<file path="src/sv/ctsq_pkg.sv">
// ctsq_pkg: shared types, constants and helpers for the conveyor transfer sequencer
// used by ctsq_cfg_regs, ctsq_seq_core and conveyor_transfer_sequencer_top
// no dependencies

package ctsq_pkg;

  // configuration register indexes
  localparam logic [1:0] CFG_STOPPER_WAIT = 2'd0;
  localparam logic [1:0] CFG_RUNOUT       = 2'd1;
  localparam logic [1:0] CFG_OPEN_POS     = 2'd2;
  localparam logic [1:0] CFG_CLOSED_POS   = 2'd3;

  // configuration reset values
  localparam logic [7:0]  RST_STOPPER_WAIT = 8'd128;
  localparam logic [7:0]  RST_RUNOUT       = 8'd64;
  localparam logic [15:0] RST_OPEN_POS     = 16'd3000;
  localparam logic [15:0] RST_CLOSED_POS   = 16'd1000;

  // event counter wraps after this many events
  localparam logic [6:0] EVENT_MODULUS = 7'd100;
  localparam logic [7:0] TICK_MAX      = 8'd255;

  // sensor bit positions
  localparam logic [2:0] SNS_DROP_AGV   = 3'd0;
  localparam logic [2:0] SNS_DROP_STAGE = 3'd1;
  localparam logic [2:0] SNS_BUFFER     = 3'd2;
  localparam logic [2:0] SNS_PICK_STAGE = 3'd3;
  localparam logic [2:0] SNS_PICK_AGV   = 3'd4;

  // command codes
  localparam logic [1:0] REQ_NONE   = 2'd0;
  localparam logic [1:0] REQ_AUTO   = 2'd1;
  localparam logic [1:0] REQ_MANUAL = 2'd2;
  localparam logic [1:0] REQ_STATUS = 2'd3;

  // stream widths
  localparam int unsigned IN_TDATA_W  = 8;
  localparam int unsigned OUT_TDATA_W = 40;

  // transfer sequence steps
  typedef enum logic [7:0] {
    STEP_IDLE        = 8'b0000_0001,
    STEP_WAIT_DROP   = 8'b0000_0010,
    STEP_TO_BUFFER   = 8'b0000_0100,
    STEP_WAIT_PICK   = 8'b0000_1000,
    STEP_STOPPER     = 8'b0001_0000,
    STEP_TRANSFER    = 8'b0010_0000,
    STEP_PICK_ARRIVE = 8'b0100_0000,
    STEP_PICK_READY  = 8'b1000_0000
  } ctsq_step_t;

  typedef struct packed {
    logic [7:0]  stopper_wait_ticks;
    logic [7:0]  conveyor_runout_ticks;
    logic [15:0] stopper_open_position;
    logic [15:0] stopper_closed_position;
  } ctsq_cfg_t;

  typedef struct packed {
    logic [1:0] req_type;
    logic       timer_tick;
    logic [4:0] sensor_bits;
  } ctsq_item_t;

  typedef struct packed {
    logic       reply_flag;
    logic [6:0] event_number;
    logic       event_flag;
    logic       pick_rdy_flag;
    logic       drop_rdy_flag;
    logic [15:0] stopper_position;
    logic       stopper_is_open;
    logic       pick_motor_on;
    logic       drop_motor_on;
    logic [2:0] step;
  } ctsq_result_t;

  // dense step number for the status word
  function automatic logic [2:0] step_code(input ctsq_step_t s);
    logic [2:0] c;
    case (s)
      STEP_IDLE:        c = 3'd0;
      STEP_WAIT_DROP:   c = 3'd1;
      STEP_TO_BUFFER:   c = 3'd2;
      STEP_WAIT_PICK:   c = 3'd3;
      STEP_STOPPER:     c = 3'd4;
      STEP_TRANSFER:    c = 3'd5;
      STEP_PICK_ARRIVE: c = 3'd6;
      STEP_PICK_READY:  c = 3'd7;
      default:          c = 3'd0;
    endcase
    return c;
  endfunction

endpackage

</file>
<file path="src/sv/ctsq_cfg_regs.sv">
// ctsq_cfg_regs: configuration register file of the conveyor transfer sequencer
// depends on ctsq_pkg

module ctsq_cfg_regs (
  input  logic                 clk,
  input  logic                 rst_n,
  input  logic                 wr_en,
  input  logic [1:0]           wr_index,
  input  logic [15:0]          wr_data,
  output ctsq_pkg::ctsq_cfg_t  cfg
);

  ctsq_pkg::ctsq_cfg_t cfg_r;
  ctsq_pkg::ctsq_cfg_t cfg_nxt;

  // register write decode
  always_comb begin
    cfg_nxt = cfg_r;
    if (wr_en) begin
      case (wr_index)
        ctsq_pkg::CFG_STOPPER_WAIT: cfg_nxt.stopper_wait_ticks      = wr_data[7:0];
        ctsq_pkg::CFG_RUNOUT:       cfg_nxt.conveyor_runout_ticks   = wr_data[7:0];
        ctsq_pkg::CFG_OPEN_POS:     cfg_nxt.stopper_open_position   = wr_data;
        ctsq_pkg::CFG_CLOSED_POS:   cfg_nxt.stopper_closed_position = wr_data;
        default:                    cfg_nxt = cfg_r;
      endcase
    end
  end

  always_ff @(posedge clk) begin
    if (!rst_n) begin
      cfg_r.stopper_wait_ticks      <= ctsq_pkg::RST_STOPPER_WAIT;
      cfg_r.conveyor_runout_ticks   <= ctsq_pkg::RST_RUNOUT;
      cfg_r.stopper_open_position   <= ctsq_pkg::RST_OPEN_POS;
      cfg_r.stopper_closed_position <= ctsq_pkg::RST_CLOSED_POS;
    end else begin
      cfg_r <= cfg_nxt;
    end
  end

  assign cfg = cfg_r;

endmodule

</file>
<file path="src/sv/ctsq_seq_core.sv">
// ctsq_seq_core: sequencer state and next-state logic, one control pass per advance
// depends on ctsq_pkg

module ctsq_seq_core (
  input  logic                    clk,
  input  logic                    rst_n,
  input  logic                    adv,
  input  ctsq_pkg::ctsq_item_t    item,
  input  ctsq_pkg::ctsq_cfg_t     cfg,
  output ctsq_pkg::ctsq_result_t  res
);

  ctsq_pkg::ctsq_step_t step_r, step_nxt;
  logic        auto_r, auto_nxt;
  logic        drop_motor_r, drop_motor_nxt;
  logic        pick_motor_r, pick_motor_nxt;
  logic        stop_open_r, stop_open_nxt;
  logic [15:0] stop_pos_r, stop_pos_nxt;
  logic        drop_rdy_r, drop_rdy_nxt;
  logic        pick_rdy_r, pick_rdy_nxt;
  logic [7:0]  ticks_r, ticks_nxt;
  logic [4:0]  prev_snap_r;
  logic        snap_valid_r;
  logic [6:0]  ev_cnt_r, ev_cnt_nxt;

  logic        drop_agv, drop_stage, buffer_hi, pick_stage, pick_agv;
  logic [4:0]  snap;
  logic        ev;
  logic [7:0]  ticks_cnt;

  assign drop_agv   = item.sensor_bits[ctsq_pkg::SNS_DROP_AGV];
  assign drop_stage = item.sensor_bits[ctsq_pkg::SNS_DROP_STAGE];
  assign buffer_hi  = item.sensor_bits[ctsq_pkg::SNS_BUFFER];
  assign pick_stage = item.sensor_bits[ctsq_pkg::SNS_PICK_STAGE];
  assign pick_agv   = item.sensor_bits[ctsq_pkg::SNS_PICK_AGV];

  // snapshot and event detection
  assign snap = {stop_open_r, pick_rdy_r, drop_rdy_r, pick_motor_r, drop_motor_r};
  assign ev   = snap_valid_r && (snap != prev_snap_r);

  always_comb begin
    ev_cnt_nxt = ev_cnt_r;
    if (ev) begin
      if (ev_cnt_r == ctsq_pkg::EVENT_MODULUS - 7'd1) ev_cnt_nxt = 7'd0;
      else                                              ev_cnt_nxt = ev_cnt_r + 7'd1;
    end
  end

  // saturating tick count, taken at the start of the pass
  assign ticks_cnt = (item.timer_tick && ticks_r != ctsq_pkg::TICK_MAX) ?
                     ticks_r + 8'd1 : ticks_r;

  // mode command
  always_comb begin
    case (item.req_type)
      ctsq_pkg::REQ_AUTO:   auto_nxt = 1'b1;
      ctsq_pkg::REQ_MANUAL: auto_nxt = 1'b0;
      default:              auto_nxt = auto_r;
    endcase
  end

  // status word, taken before the sequence update
  always_comb begin
    res.step             = ctsq_pkg::step_code(step_r);
    res.drop_motor_on    = drop_motor_r;
    res.pick_motor_on    = pick_motor_r;
    res.stopper_is_open  = stop_open_r;
    res.stopper_position = stop_pos_r;
    res.drop_rdy_flag    = drop_rdy_r;
    res.pick_rdy_flag    = pick_rdy_r;
    res.event_flag       = ev;
    res.event_number     = ev ? ev_cnt_r : 7'd0;
    res.reply_flag       = item.req_type != ctsq_pkg::REQ_NONE;
  end

  // ready clearing and transfer sequence
  always_comb begin
    step_nxt       = step_r;
    drop_motor_nxt = drop_motor_r;
    pick_motor_nxt = pick_motor_r;
    stop_open_nxt  = stop_open_r;
    stop_pos_nxt   = stop_pos_r;
    ticks_nxt      = ticks_cnt;
    pick_rdy_nxt   = pick_rdy_r &&
                     !(pick_stage || !pick_agv || pick_motor_r || stop_open_r);
    drop_rdy_nxt   = drop_rdy_r &&
                     !(!drop_stage || drop_agv || drop_motor_r || stop_open_r);
    case (step_r)
      ctsq_pkg::STEP_IDLE: begin
        if (auto_nxt) step_nxt = ctsq_pkg::STEP_WAIT_DROP;
      end
      ctsq_pkg::STEP_WAIT_DROP: begin
        if (drop_stage && !drop_agv && !drop_motor_r && !stop_open_r)
          step_nxt = ctsq_pkg::STEP_TO_BUFFER;
      end
      ctsq_pkg::STEP_TO_BUFFER: begin
        if (!buffer_hi) begin
          drop_motor_nxt = 1'b1;
        end else begin
          drop_motor_nxt = 1'b0;
          step_nxt       = ctsq_pkg::STEP_WAIT_PICK;
        end
      end
      ctsq_pkg::STEP_WAIT_PICK: begin
        if (!pick_stage && !pick_agv) begin
          step_nxt  = ctsq_pkg::STEP_STOPPER;
          ticks_nxt = 8'd0;
        end
      end
      ctsq_pkg::STEP_STOPPER: begin
        stop_pos_nxt  = cfg.stopper_open_position;
        stop_open_nxt = 1'b1;
        if (ticks_cnt >= cfg.stopper_wait_ticks) step_nxt = ctsq_pkg::STEP_TRANSFER;
      end
      ctsq_pkg::STEP_TRANSFER: begin
        if (buffer_hi) begin
          drop_motor_nxt = 1'b1;
          pick_motor_nxt = 1'b1;
          ticks_nxt      = 8'd0;
        end else if (ticks_cnt >= cfg.conveyor_runout_ticks) begin
          drop_motor_nxt = 1'b0;
          stop_pos_nxt   = cfg.stopper_closed_position;
          stop_open_nxt  = 1'b0;
          drop_rdy_nxt   = 1'b1;
          step_nxt       = ctsq_pkg::STEP_PICK_ARRIVE;
        end
      end
      ctsq_pkg::STEP_PICK_ARRIVE: begin
        if (pick_stage) begin
          pick_motor_nxt = 1'b0;
          step_nxt       = ctsq_pkg::STEP_PICK_READY;
        end
      end
      ctsq_pkg::STEP_PICK_READY: begin
        pick_rdy_nxt = 1'b1;
        step_nxt     = ctsq_pkg::STEP_IDLE;
      end
      default: begin
        step_nxt = ctsq_pkg::STEP_IDLE;
      end
    endcase
  end

  // state registers, updated once per accepted pass
  always_ff @(posedge clk) begin
    if (!rst_n) begin
      step_r       <= ctsq_pkg::STEP_IDLE;
      auto_r       <= 1'b0;
      drop_motor_r <= 1'b0;
      pick_motor_r <= 1'b0;
      stop_open_r  <= 1'b0;
      stop_pos_r   <= ctsq_pkg::RST_CLOSED_POS;
      drop_rdy_r   <= 1'b0;
      pick_rdy_r   <= 1'b0;
      ticks_r      <= 8'd0;
      prev_snap_r  <= 5'd0;
      snap_valid_r <= 1'b0;
      ev_cnt_r     <= 7'd0;
    end else if (adv) begin
      step_r       <= step_nxt;
      auto_r       <= auto_nxt;
      drop_motor_r <= drop_motor_nxt;
      pick_motor_r <= pick_motor_nxt;
      stop_open_r  <= stop_open_nxt;
      stop_pos_r   <= stop_pos_nxt;
      drop_rdy_r   <= drop_rdy_nxt;
      pick_rdy_r   <= pick_rdy_nxt;
      ticks_r      <= ticks_nxt;
      prev_snap_r  <= snap;
      snap_valid_r <= 1'b1;
      ev_cnt_r     <= ev_cnt_nxt;
    end
  end

  // event counter never leaves its range
  a_ev_cnt_range: assert property (@(posedge clk) disable iff (!rst_n)
    ev_cnt_r < ctsq_pkg::EVENT_MODULUS)
    else $error("event counter out of range");

  // stopper is only open while opening or transferring
  a_stop_open_step: assert property (@(posedge clk) disable iff (!rst_n)
    stop_open_r |-> (step_r == ctsq_pkg::STEP_STOPPER ||
                     step_r == ctsq_pkg::STEP_TRANSFER))
    else $error("stopper open outside transfer steps");

  // pick motor runs only from transfer until pick arrival
  a_pick_motor_step: assert property (@(posedge clk) disable iff (!rst_n)
    pick_motor_r |-> (step_r == ctsq_pkg::STEP_TRANSFER ||
                      step_r == ctsq_pkg::STEP_PICK_ARRIVE))
    else $error("pick motor on in wrong step");

  // drop motor runs only while filling the buffer or transferring
  a_drop_motor_step: assert property (@(posedge clk) disable iff (!rst_n)
    drop_motor_r |-> (step_r == ctsq_pkg::STEP_TO_BUFFER ||
                      step_r == ctsq_pkg::STEP_TRANSFER))
    else $error("drop motor on in wrong step");

  // no event is reported on the very first pass
  a_first_pass: assert property (@(posedge clk) disable iff (!rst_n)
    (adv && !snap_valid_r) |-> !res.event_flag)
    else $error("event flagged on first pass");

endmodule

</file>
<file path="src/sv/conveyor_transfer_sequencer_top.sv">
// conveyor_transfer_sequencer_top: stream wrapper with input and result registers
// a word accepted into the input register is computed from it and shows on out_tvalid/out_tdata
//   once the result register takes it, held there while out_tready is low
// throughput: one word per cycle unless out_tready stalls; the sequencer state loop is a single registered pass
// reset: rst_n synchronous active low clears state, config to its defaults, both stages
// depends on ctsq_pkg, ctsq_cfg_regs, ctsq_seq_core

module conveyor_transfer_sequencer_top (
  input  logic                                clk,
  input  logic                                rst_n,
  input  logic                                in_tvalid,
  output logic                                in_tready,
  // sensor_bits[4:0], timer_tick[5], req_type[7:6]
  input  logic [ctsq_pkg::IN_TDATA_W-1:0]     in_tdata,
  output logic                                out_tvalid,
  input  logic                                out_tready,
  // step[2:0], drop_motor_on[3], pick_motor_on[4], stopper_is_open[5],
  // stopper_position[21:6], drop_rdy_flag[22], pick_rdy_flag[23],
  // event_flag[24], event_number[31:25], reply_flag[32], zeros[39:33]
  output logic [ctsq_pkg::OUT_TDATA_W-1:0]    out_tdata,
  input  logic                                cfg_valid,
  output logic                                cfg_ready,
  input  logic [1:0]                          cfg_index,
  input  logic [15:0]                         cfg_data
);

  logic                   s1_valid_r;
  ctsq_pkg::ctsq_item_t   s1_item_r;
  logic                   out_valid_r;
  ctsq_pkg::ctsq_result_t out_res_r;
  logic                   adv;
  ctsq_pkg::ctsq_cfg_t    cfg;
  ctsq_pkg::ctsq_result_t res;

  // handshake control
  assign adv       = s1_valid_r && (!out_valid_r || out_tready);
  assign in_tready = !s1_valid_r || adv;
  assign cfg_ready = 1'b1;

  ctsq_cfg_regs u_cfg (
    .clk      (clk),
    .rst_n    (rst_n),
    .wr_en    (cfg_valid && cfg_ready),
    .wr_index (cfg_index),
    .wr_data  (cfg_data),
    .cfg      (cfg)
  );

  ctsq_seq_core u_core (
    .clk   (clk),
    .rst_n (rst_n),
    .adv   (adv),
    .item  (s1_item_r),
    .cfg   (cfg),
    .res   (res)
  );

  // input register
  always_ff @(posedge clk) begin
    if (!rst_n) begin
      s1_valid_r <= 1'b0;
    end else if (in_tready) begin
      s1_valid_r <= in_tvalid;
    end
  end

  always_ff @(posedge clk) begin
    if (in_tvalid && in_tready) begin
      s1_item_r <= ctsq_pkg::ctsq_item_t'(in_tdata);
    end
  end

  // result register
  always_ff @(posedge clk) begin
    if (!rst_n) begin
      out_valid_r <= 1'b0;
    end else if (adv) begin
      out_valid_r <= 1'b1;
    end else if (out_tready) begin
      out_valid_r <= 1'b0;
    end
  end

  always_ff @(posedge clk) begin
    if (adv) begin
      out_res_r <= res;
    end
  end

  assign out_tvalid = out_valid_r;
  assign out_tdata  = {7'd0, out_res_r};

endmodule

</file>
<file path="config.mk">
export PLATFORM = sky130hd
export DESIGN_NAME = conveyor_transfer_sequencer_top
export DESIGN_NICKNAME = d
export VERILOG_FILES = /design/src/sv/ctsq_pkg.sv /design/src/sv/ctsq_cfg_regs.sv /design/src/sv/ctsq_seq_core.sv /design/src/sv/conveyor_transfer_sequencer_top.sv
export SDC_FILE = /design/constraint.sdc
export NUM_CORES = 1
export LEC_CHECK = 0
export BUFFER_PORTS_ARGS = -buffer_cell sky130_fd_sc_hd__clkbuf_2
export CORE_MARGIN = 5
export CORE_UTILIZATION = 48
export DETAILED_ROUTE_END_ITERATION = 7
export PLACE_DENSITY = 0.78
export SYNTH_ARGS = -nofsm -noshare
export SYNTH_HDL_FRONTEND = slang
export SYNTH_HIERARCHICAL = 1
export SYNTH_SLANG_ARGS = --single-unit
</file>
<file path="constraint.sdc">
create_clock -name clk -period 4.9 [get_ports clk]
set_clock_uncertainty 0.2 [all_clocks]
set_input_delay 0.245 -clock clk [delete_from_list [all_inputs] [get_ports clk]]
set_output_delay 0.245 -clock clk [all_outputs]
set_load 0.02 [all_outputs]
</file>
==> run summary, run 1 <==
Post-CTS Setup Inserts - 0
Total Nets Final - 761
Ys async rst share - 0
Avg WL per Cell - 15.12 um
# port buffers - 65
Most numerous cell in the Yosys netlist - dfxtp_1
Inserted Diodes - 0
Final Cycle Share - 0.8672
Layout cells sized above 1 - 0.1648
Multi-input gate area in the final layout - 2935 um^2
Average cell area after synthesis - 10.24 um^2
CTS sink cnt - 142
Worst slew pin tran - 0.9853 ns
Filler cells - 1090
Aggregate global routing overflow - 0
Worst-skew pair later-pin latency - 0.42 ns
Top cells by area, synth - dfxtp_1 (31%), edfxtp_1 (19%), mux2i_1 (8.9%)
# setup viols final - 0
Storage cell area - 3253 um^2
Initial antenna violation count - 0
Reg clk slew, reported paths - 0.06 ns
Pwr dens - 339.3 nW/um^2
Number of synthesized flops with an enable pin - 41
Worst slew margin - 0.3424
Crit path DAT - 4.29 ns
Fin Setup TNS - 0 ns
Post-synth top area cell - dfxtp_1
First-pass GRT wire length - 22660 um
Final WL - 13580 um
Total power - 2.596 mW
Routed vias/inst - 5.316
IO Pins - 74
Critical Path RT - 4.94 ns
Synth top cells by count - dfxtp_1 (101), nand2_1 (100), mux2i_1 (58)
FMAX - 0.2353 GHz
Site Rows - 42
Mapped cell area - 6556 um^2
Vias in the first global route - 4605
H-tree levels - 4
Clock tree buffer depth - 2
Peak supply drop - 0.2068 mV
Die H - 126.9 um
CTS tree - done
Die X - 126.9 um
Final min period - 4.249 ns
Number of vias in the routed layout - 4774
CP startpoint kind - flop
Routability-driven placement congestion ratio - 0.8781
Largest net degree at the start of global routing - 79
Routed Antenna Nets - 0
Maximum fanout along the worst path - 18
Yosys top cell area share - 0.3084
Netlist cell types - 71
Post-synthesis sequential area ratio - 0.4962
Pre-antenna DRT Iters - 5
Area growth syn-to-layout - 16.70%
Core Box Area - 13300 um^2
Total GRT Usage - 0.1741
DIE AREA - 16100 um^2
Kind of end point of the critical path - flop
Mapped Cells - 640
CTS root buf - clkbuf_16
Initial Util - 0.4931
Most used flip-flop cell after synthesis - dfxtp_1
Fin. Hold Viols - 0
Inserted Clock Buffers - 17
Starting DRT DRC Count - 305
Cells on worst reg2reg path - 12
Status - finished, final reports clean
Max cap viols - 0
RSZ-0062 raised after global routing - false
Hold/Removal Path Class - in -> reg
DRC Markers - 0
Setup Crit Path Kind - reg -> reg
WHS Path Cells - 3
Dpl hpwl - 9533 um
Leak Pwr - 3.172 nW
Worst hold slack - 0.02879 ns
Synth Register Bits - 142
Final slew viol count - 0
YS warnings - 6
metrics by stage:
| stage | cell area (um^2) | cells | setup WS [ns] | util |
|---|---|---|---|---|
| floorplan | 6579 | 646 | 0.6434 | - |
| global placement | 6843 | 838 | 0.6454 | 0.5147 |
| detailed placement | 6843 | 838 | 0.2798 | 0.5147 |
| CTS | 7647 | 898 | 0.2535 | 0.5752 |
| global route | 7651 | 898 | 0.3352 | 0.5755 |
| finish | 7651 | 898 | 0.6507 | 0.5755 |
path summary, 6_finish.rpt:
check                              from              endpoint  slack, ns
setup / recovery      u_core/ticks_r[0]  u_core/stop_pos_r[9]       0.65
hold / removal             cfg_index[0]         u_cfg/cfg[20]       0.03
setup reg to reg      u_core/ticks_r[0]  u_core/stop_pos_r[9]       0.65
hold reg to reg   u_core/stop_pos_r[15]         out_tdata[21]       0.24
cell usage in the layout, fill, tap and decap left out, types with 3 or more instances in the layout:
cell type	count
dfxtp_1	101
nand2_1	100
clkbuf_2	65
mux2i_1	58
edfxtp_1	41
dlygate4sd3_1	28
nor2b_1	27
nor2_1	26
inv_1	25
ha_1	21
a21oi_1	18
clkbuf_16	17
and2_1	12
nand3_1	11
a211oi_1	10
a311oi_1	10
xor2_1	9
conb_1	8
and3_1	8
xnor2_1	8
o21ai_0	8
a31oi_1	8
clkinv_2	6
nand2b_1	6
a41oi_1	6
nand4_1	5
nor3_1	5
a21o_1	5
clkinvlp_4	4
o21a_1	3
o211ai_1	3
nor4_1	3
or3_1	3
a22o_1	3
sequential cells by signal (all words and copies together), names as in the netlist, 5 cells and up:
register / cells
out_tdata: 33
s1_item_r: 8
u_cfg/cfg: 48
u_core/ev_cnt_r: 7
u_core/prev_snap_r: 5
u_core/step_r: 8
u_core/stop_pos_r: 16
u_core/ticks_r: 8
kinds of logic after synthesis:
kind of cell,count (synthesis),synth area share
fa+ha+maj,21,0.04008
buf+inv,77,0.06126
compound gates,95,0.1116
mux,59,0.09084
other cells,2,0.001145
simple gates,227,0.1761
flops,142,0.4962
xor+xnor,17,0.02271
metal layers:
metal	vias up	share of wire	track usage
li1	2388	-	-
met1	2211	0.43	0.2226
met2	150	0.49	0.2818
met3	25	0.059	0.04834
met4	0	0.022	0.06562
met5	-	0	0
what timing repair did:
action	4_1_cts	5_1_grt
gates resized for setup	0	1
hold buffers	28	0
endpoints found under the setup margin	0	17
endpoints found under the hold margin	49	0
layout make-up:
cell class	instances	area share
Timing Repair Buffer	95	0.08111
Sequential cell	142	0.4252
Inverter	26	0.01276
Multi-Input combinational cell	427	0.3836
Clock buffer	18	0.05609
Clock inverter	14	0.01243
Tap cell	176	0.02878
power breakdown:
part,switching (mW),internal (mW)
Combinational,0.124,0.0874
Sequential,0.0227,1.24
Clock,0.477,0.643
Total,0.623,1.97
worst max-delay path: stages (launching register included):
cell and delay (ns):
dfxtp_1 0.40, ha_1 0.21, and3_1 0.23, nand3_1 0.14, and2_1 0.27, a31oi_1 0.35, ha_1 0.20, nand2_1 0.07
o21ai_0 0.26, a41oi_2 0.28, o21bai_2 0.63, and2_1 0.62, a41oi_1 0.22
Power figures use the tool's default switching activity.
==> inputs of run 2 (changes only) <==
CELL_PAD_IN_SITES_DETAIL_PLACEMENT = 1   (was not set)
CELL_PAD_IN_SITES_GLOBAL_PLACEMENT = 1   (was not set)
CORE_UTILIZATION = 46   (was 48)
PLACE_DENSITY = 0.91   (was 0.78)
==> run summary, run 2 (same netlist as run 1, synthesis figures left out) <==
Number of vias in the routed layout - 4951
Aggregate global routing overflow - 0
Final Util - 0.5546
Worst hold slack - 0.02785 ns
# setup viols final - 0
Most common cell after layout, fill and taps aside - dfxtp_1
DRC Markers - 0
Final min period - 4.509 ns
DIE AREA - 16740 um^2
Layout cells sized above 1 - 0.1653
Fin. Hold Viols - 0
# port buffers - 65
Final slew viol count - 0
Worst slew pin tran - 1.065 ns
Die X - 129.4 um
FMAX - 0.2218 GHz
Critical Path RT - 4.98 ns
Most frequent cells in the layout - dfxtp_1 (101), nand2_1 (100), clkbuf_2 (65)
Avg WL per Cell - 19.25 um
Dpl cell area - 6848 um^2
Max cap viols - 0
Routed vias/inst - 5.501
First-pass GRT wire length - 27880 um
Inserted Diodes - 0
Routability-driven placement congestion ratio - 0.8160
Total Nets Final - 759
Routed Antenna Nets - 0
Site Rows - 43
Inserted Clock Buffers - 17
Pre-antenna DRT Iters - 4
CTS tree - done
Leak Pwr - 3.212 nW
Total GRT Usage - 0.2130
CP startpoint kind - flop
CTS root buf - clkbuf_16
Area growth syn-to-layout - 17.88%
Peak supply drop - 0.2358 mV
Core Box Area - 13930 um^2
CTS resizes - 0
Hold/Removal Path Class - in -> reg
Clock tree buffer depth - 2
Final setup margin - 0.3907 ns
IO Pins - 74
Worst slew margin - 0.2891
Initial antenna violation count - 0
Reg clk slew, reported paths - 0.06 ns
Crit path DAT - 4.59 ns
RSZ-0062 raised after global routing - false
Status - finished, final reports clean
Dpl hpwl - 11550 um
Multi-input gate area in the final layout - 2932 um^2
Final Cell Area - 7729 um^2
Post-CTS Setup Inserts - 0
Maximum fanout along the worst path - 17
Filler cells - 1527
Die H - 129.4 um
Starting DRT DRC Count - 294
Setup Crit Path Kind - reg -> reg
Storage cell area - 3253 um^2
Vias in the first global route - 5447
Final WL - 17320 um
Fin Setup TNS - 0 ns
Largest net degree at the start of global routing - 95
Worst-skew pair later-pin latency - 0.42 ns
Setup WS pre-CTS - 0.1988 ns
Max FFs per register - 48
Initial Util - 0.4705
CTS sink cnt - 142
H-tree levels - 4
Final Cycle Share - 0.9203
Pwr dens - 368.0 nW/um^2
Kind of end point of the critical path - flop
[run 2: metrics by stage]
stage          instances  total power, mW
2_1_floorplan        646            1.431
3_3_place_gp         842            1.477
3_5_place_dp         842            1.492
4_1_cts              899            2.860
5_1_grt              900            2.946
6_report             900            2.844
[run 2: worst paths after layout]
check	from	to	slack, ns	depth (start not counted)
max	u_core/ticks_r[0]	u_core/stop_pos_r[13]	0.39	14
min	cfg_valid	u_cfg/cfg[27]	0.03	3
max reg2reg	u_core/ticks_r[0]	u_core/stop_pos_r[13]	0.39	14
min reg2reg	u_core/stop_pos_r[0]	out_tdata[6]	0.23	0
[run 2: area by class of cell]
class / instances / share of cell area
flip-flops and latches: 142 / 0.4209
multi-input cells: 427 / 0.3793
repair buffers: 93 / 0.07787
clock buffers: 18 / 0.05553
well taps: 180 / 0.02914
clock inverters: 14 / 0.02461
inverters: 26 / 0.01263
[run 2: metal layers]
| layer | up-vias | share of wire | routed length (um) | global-route usage |
|---|---|---|---|---|
| met2 | 116 | 0.53 | 9168 | 0.3860 |
| met3 | 35 | 0.043 | 748 | 0.04287 |
| met5 | - | 0 | 0 | 0 |
| met4 | 0 | 0.020 | 353 | 0.08030 |
| li1 | 2372 | - | - | - |
| met1 | 2428 | 0.41 | 7051 | 0.2475 |
[run 2: repair_timing]
item                                    CTS  global route
hold buffers                             25             0
hold endpoints to repair                 46             0
endpoints found under the setup margin    0             0
[run 2: worst max-delay path: stages (launching register included)]
cell and delay, ns:
dfxtp_1 0.35, ha_1 0.25, and3_1 0.24, nand3_1 0.13, and2_1 0.30, nand2_1 0.15
xnor2_1 0.28, ha_1 0.32, a21o_1 0.17, a221o_1 0.34, a41oi_2 0.38, o21bai_1 0.25
buf_6 0.21, and2_1 0.37, a311oi_1 0.44
[run 2: power breakdown]
| part | total, mW | switching (mW) | internal [mW] |
|---|---|---|---|
| logic | 0.219 | 0.132 | 0.0865 |
| clock network | 1.36 | 0.506 | 0.852 |
| registers | 1.27 | 0.0244 | 1.24 |
==> inputs of run 3 (changes only) <==
RECOVER_POWER = 25   (was not set)
==> run summary, run 3 (same netlist as run 1, synthesis figures left out) <==
Aggregate global routing overflow - 0
Switching portion of total power - 0.2337
Core Box Area - 13930 um^2
Worst hold slack - 0.02736 ns
Routed Antenna Nets - 0
CTS root buf - clkbuf_16
RSZ-0062 raised after global routing - false
GRT busiest layer - met2
Reg clk slew, reported paths - 0.06 ns
Sequential cell fraction of total power - 0.445
# setup viols final - 0
Storage cell area - 3253 um^2
CTS tree - done
Total GRT Usage - 0.2130
M1 GR Usage - 0.2475
Layout cells sized above 1 - 0.1583
Multi-input gate area in the final layout - 2932 um^2
CTS resizes - 0
Routability-driven placement congestion ratio - 0.8160
Max cap viols - 0
Worst slew pin tran - 1.054 ns
Filler cells - 1532
Routed vias/inst - 5.516
Starting DRT DRC Count - 298
Critical Path RT - 4.98 ns
Pwr dens - 368.5 nW/um^2
First-pass GRT wire length - 27880 um
Inserted Clock Buffers - 17
Pre-antenna DRT Iters - 4
Most common cell after layout, fill and taps aside - dfxtp_1
Setup WS pre-CTS - 0.1988 ns
Site Rows - 43
Peak supply drop - 0.2362 mV
Met3 global-route usage - 0.04287
Avg WL per Cell - 19.25 um
DIE AREA - 16740 um^2
Dpl hpwl - 11550 um
Worst slew margin - 0.2971
Fin. Hold Viols - 0
P_int - 2.181 mW
CTS sink cnt - 142
Initial Util - 0.4705
Clock network power share - 0.478
Setup Crit Path Kind - reg -> reg
Vias in the first global route - 5447
Crit path DAT - 4.58 ns
Maximum fanout along the worst path - 17
Max FFs per register - 48
# port buffers - 65
Leak Pwr - 3.198 nW
Area growth syn-to-layout - 17.79%
Initial antenna violation count - 0
Die H - 129.4 um
Die X - 129.4 um
Clock tree buffer depth - 2
H-tree levels - 4
GR Util met2 - 0.3860
NetSw - 0.6649 mW
Number of vias in the routed layout - 4964
DRC Markers - 0
Status - finished, final reports clean
CP startpoint kind - flop
Final WL - 17320 um
Worst-skew pair later-pin latency - 0.42 ns
Inserted Diodes - 0
Cells on worst reg2reg path - 14
Final setup margin - 0.3980 ns
Fin Setup TNS - 0 ns
Hold/Removal Path Class - in -> reg
WHS Path Cells - 3
FMAX - 0.2221 GHz
Total Nets Final - 759
Final Cycle Share - 0.9188
Largest net degree at the start of global routing - 95
Kind of end point of the critical path - flop
IO Pins - 74
Most frequent cells in the layout - dfxtp_1 (101), nand2_1 (100), clkbuf_2 (60)
Final slew viol count - 0
Logic pwr share - 0.077
Final min period - 4.502 ns
[run 3: changes by cell type in the layout (fill, tap and decap cells not counted)]
cell      change
clkbuf_1      +5
clkbuf_2      -5
[run 3: per-stage QoR]
| stage | cell area (um^2) | utilization | power (mW) | std cells |
|---|---|---|---|---|
| floorplan | 6579 | - | 1.431 | 646 |
| global placement | 6848 | 0.4914 | 1.477 | 842 |
| detailed placement | 6848 | 0.4914 | 1.492 | 842 |
| CTS | 7717 | 0.5538 | 2.860 | 899 |
| global route | 7722 | 0.5542 | 2.946 | 900 |
| finish | 7722 | 0.5542 | 2.846 | 900 |
[run 3: area by class of cell]
type	count	area share
Clock buffer	18	0.05557
Clock inverter	14	0.02463
Inverter	26	0.01264
Sequential cell	142	0.4213
Timing Repair Buffer	93	0.07712
Tap cell	180	0.02916
Multi-Input combinational cell	427	0.3796
[run 3: what timing repair did]
| item | 4_1_cts | 5_1_grt |
|---|---|---|
| hold endpoints to repair | 46 | 0 |
| buffers inserted | 0 | 0 |
| setup endpoints to repair | 0 | 0 |
| hold buffers | 25 | 0 |
[run 3: worst paths after layout]
path | startpoint | endpoint | slack (ns)
setup reg to reg | u_core/ticks_r[0] | u_core/stop_pos_r[13] | 0.40
setup / recovery | u_core/ticks_r[0] | u_core/stop_pos_r[13] | 0.40
hold reg to reg | u_core/stop_pos_r[0] | out_tdata[6] | 0.23
hold / removal | cfg_valid | u_cfg/cfg[27] | 0.03
[run 3: power groups by stage]
stage	registers, mW	logic [mW]	clock network (mW)
floorplan	1.30	0.134	0
global placement	1.29	0.188	0
detailed placement	1.29	0.199	0
CTS	1.27	0.218	1.38
global route	1.27	0.242	1.43
finish	1.27	0.218	1.36
[run 3: worst max-delay path, stage by stage, from the launching register on]
cell,delay [ns]
dfxtp_1,0.35
ha_1,0.25
and3_1,0.24
nand3_1,0.13
and2_1,0.29
nand2_1,0.15
xnor2_1,0.28
ha_1,0.32
a21o_1,0.17
a221o_1,0.34
a41oi_2,0.37
o21bai_1,0.25
buf_6,0.22
and2_1,0.37
a311oi_1,0.44
[run 3: routing by layer]
| layer | wire, um | part of all wire |
|---|---|---|
| met4 | 368 | 0.021 |
| met5 | 0 | 0 |
| met1 | 7138 | 0.41 |
| met3 | 685 | 0.040 |
| met2 | 9129 | 0.53 |
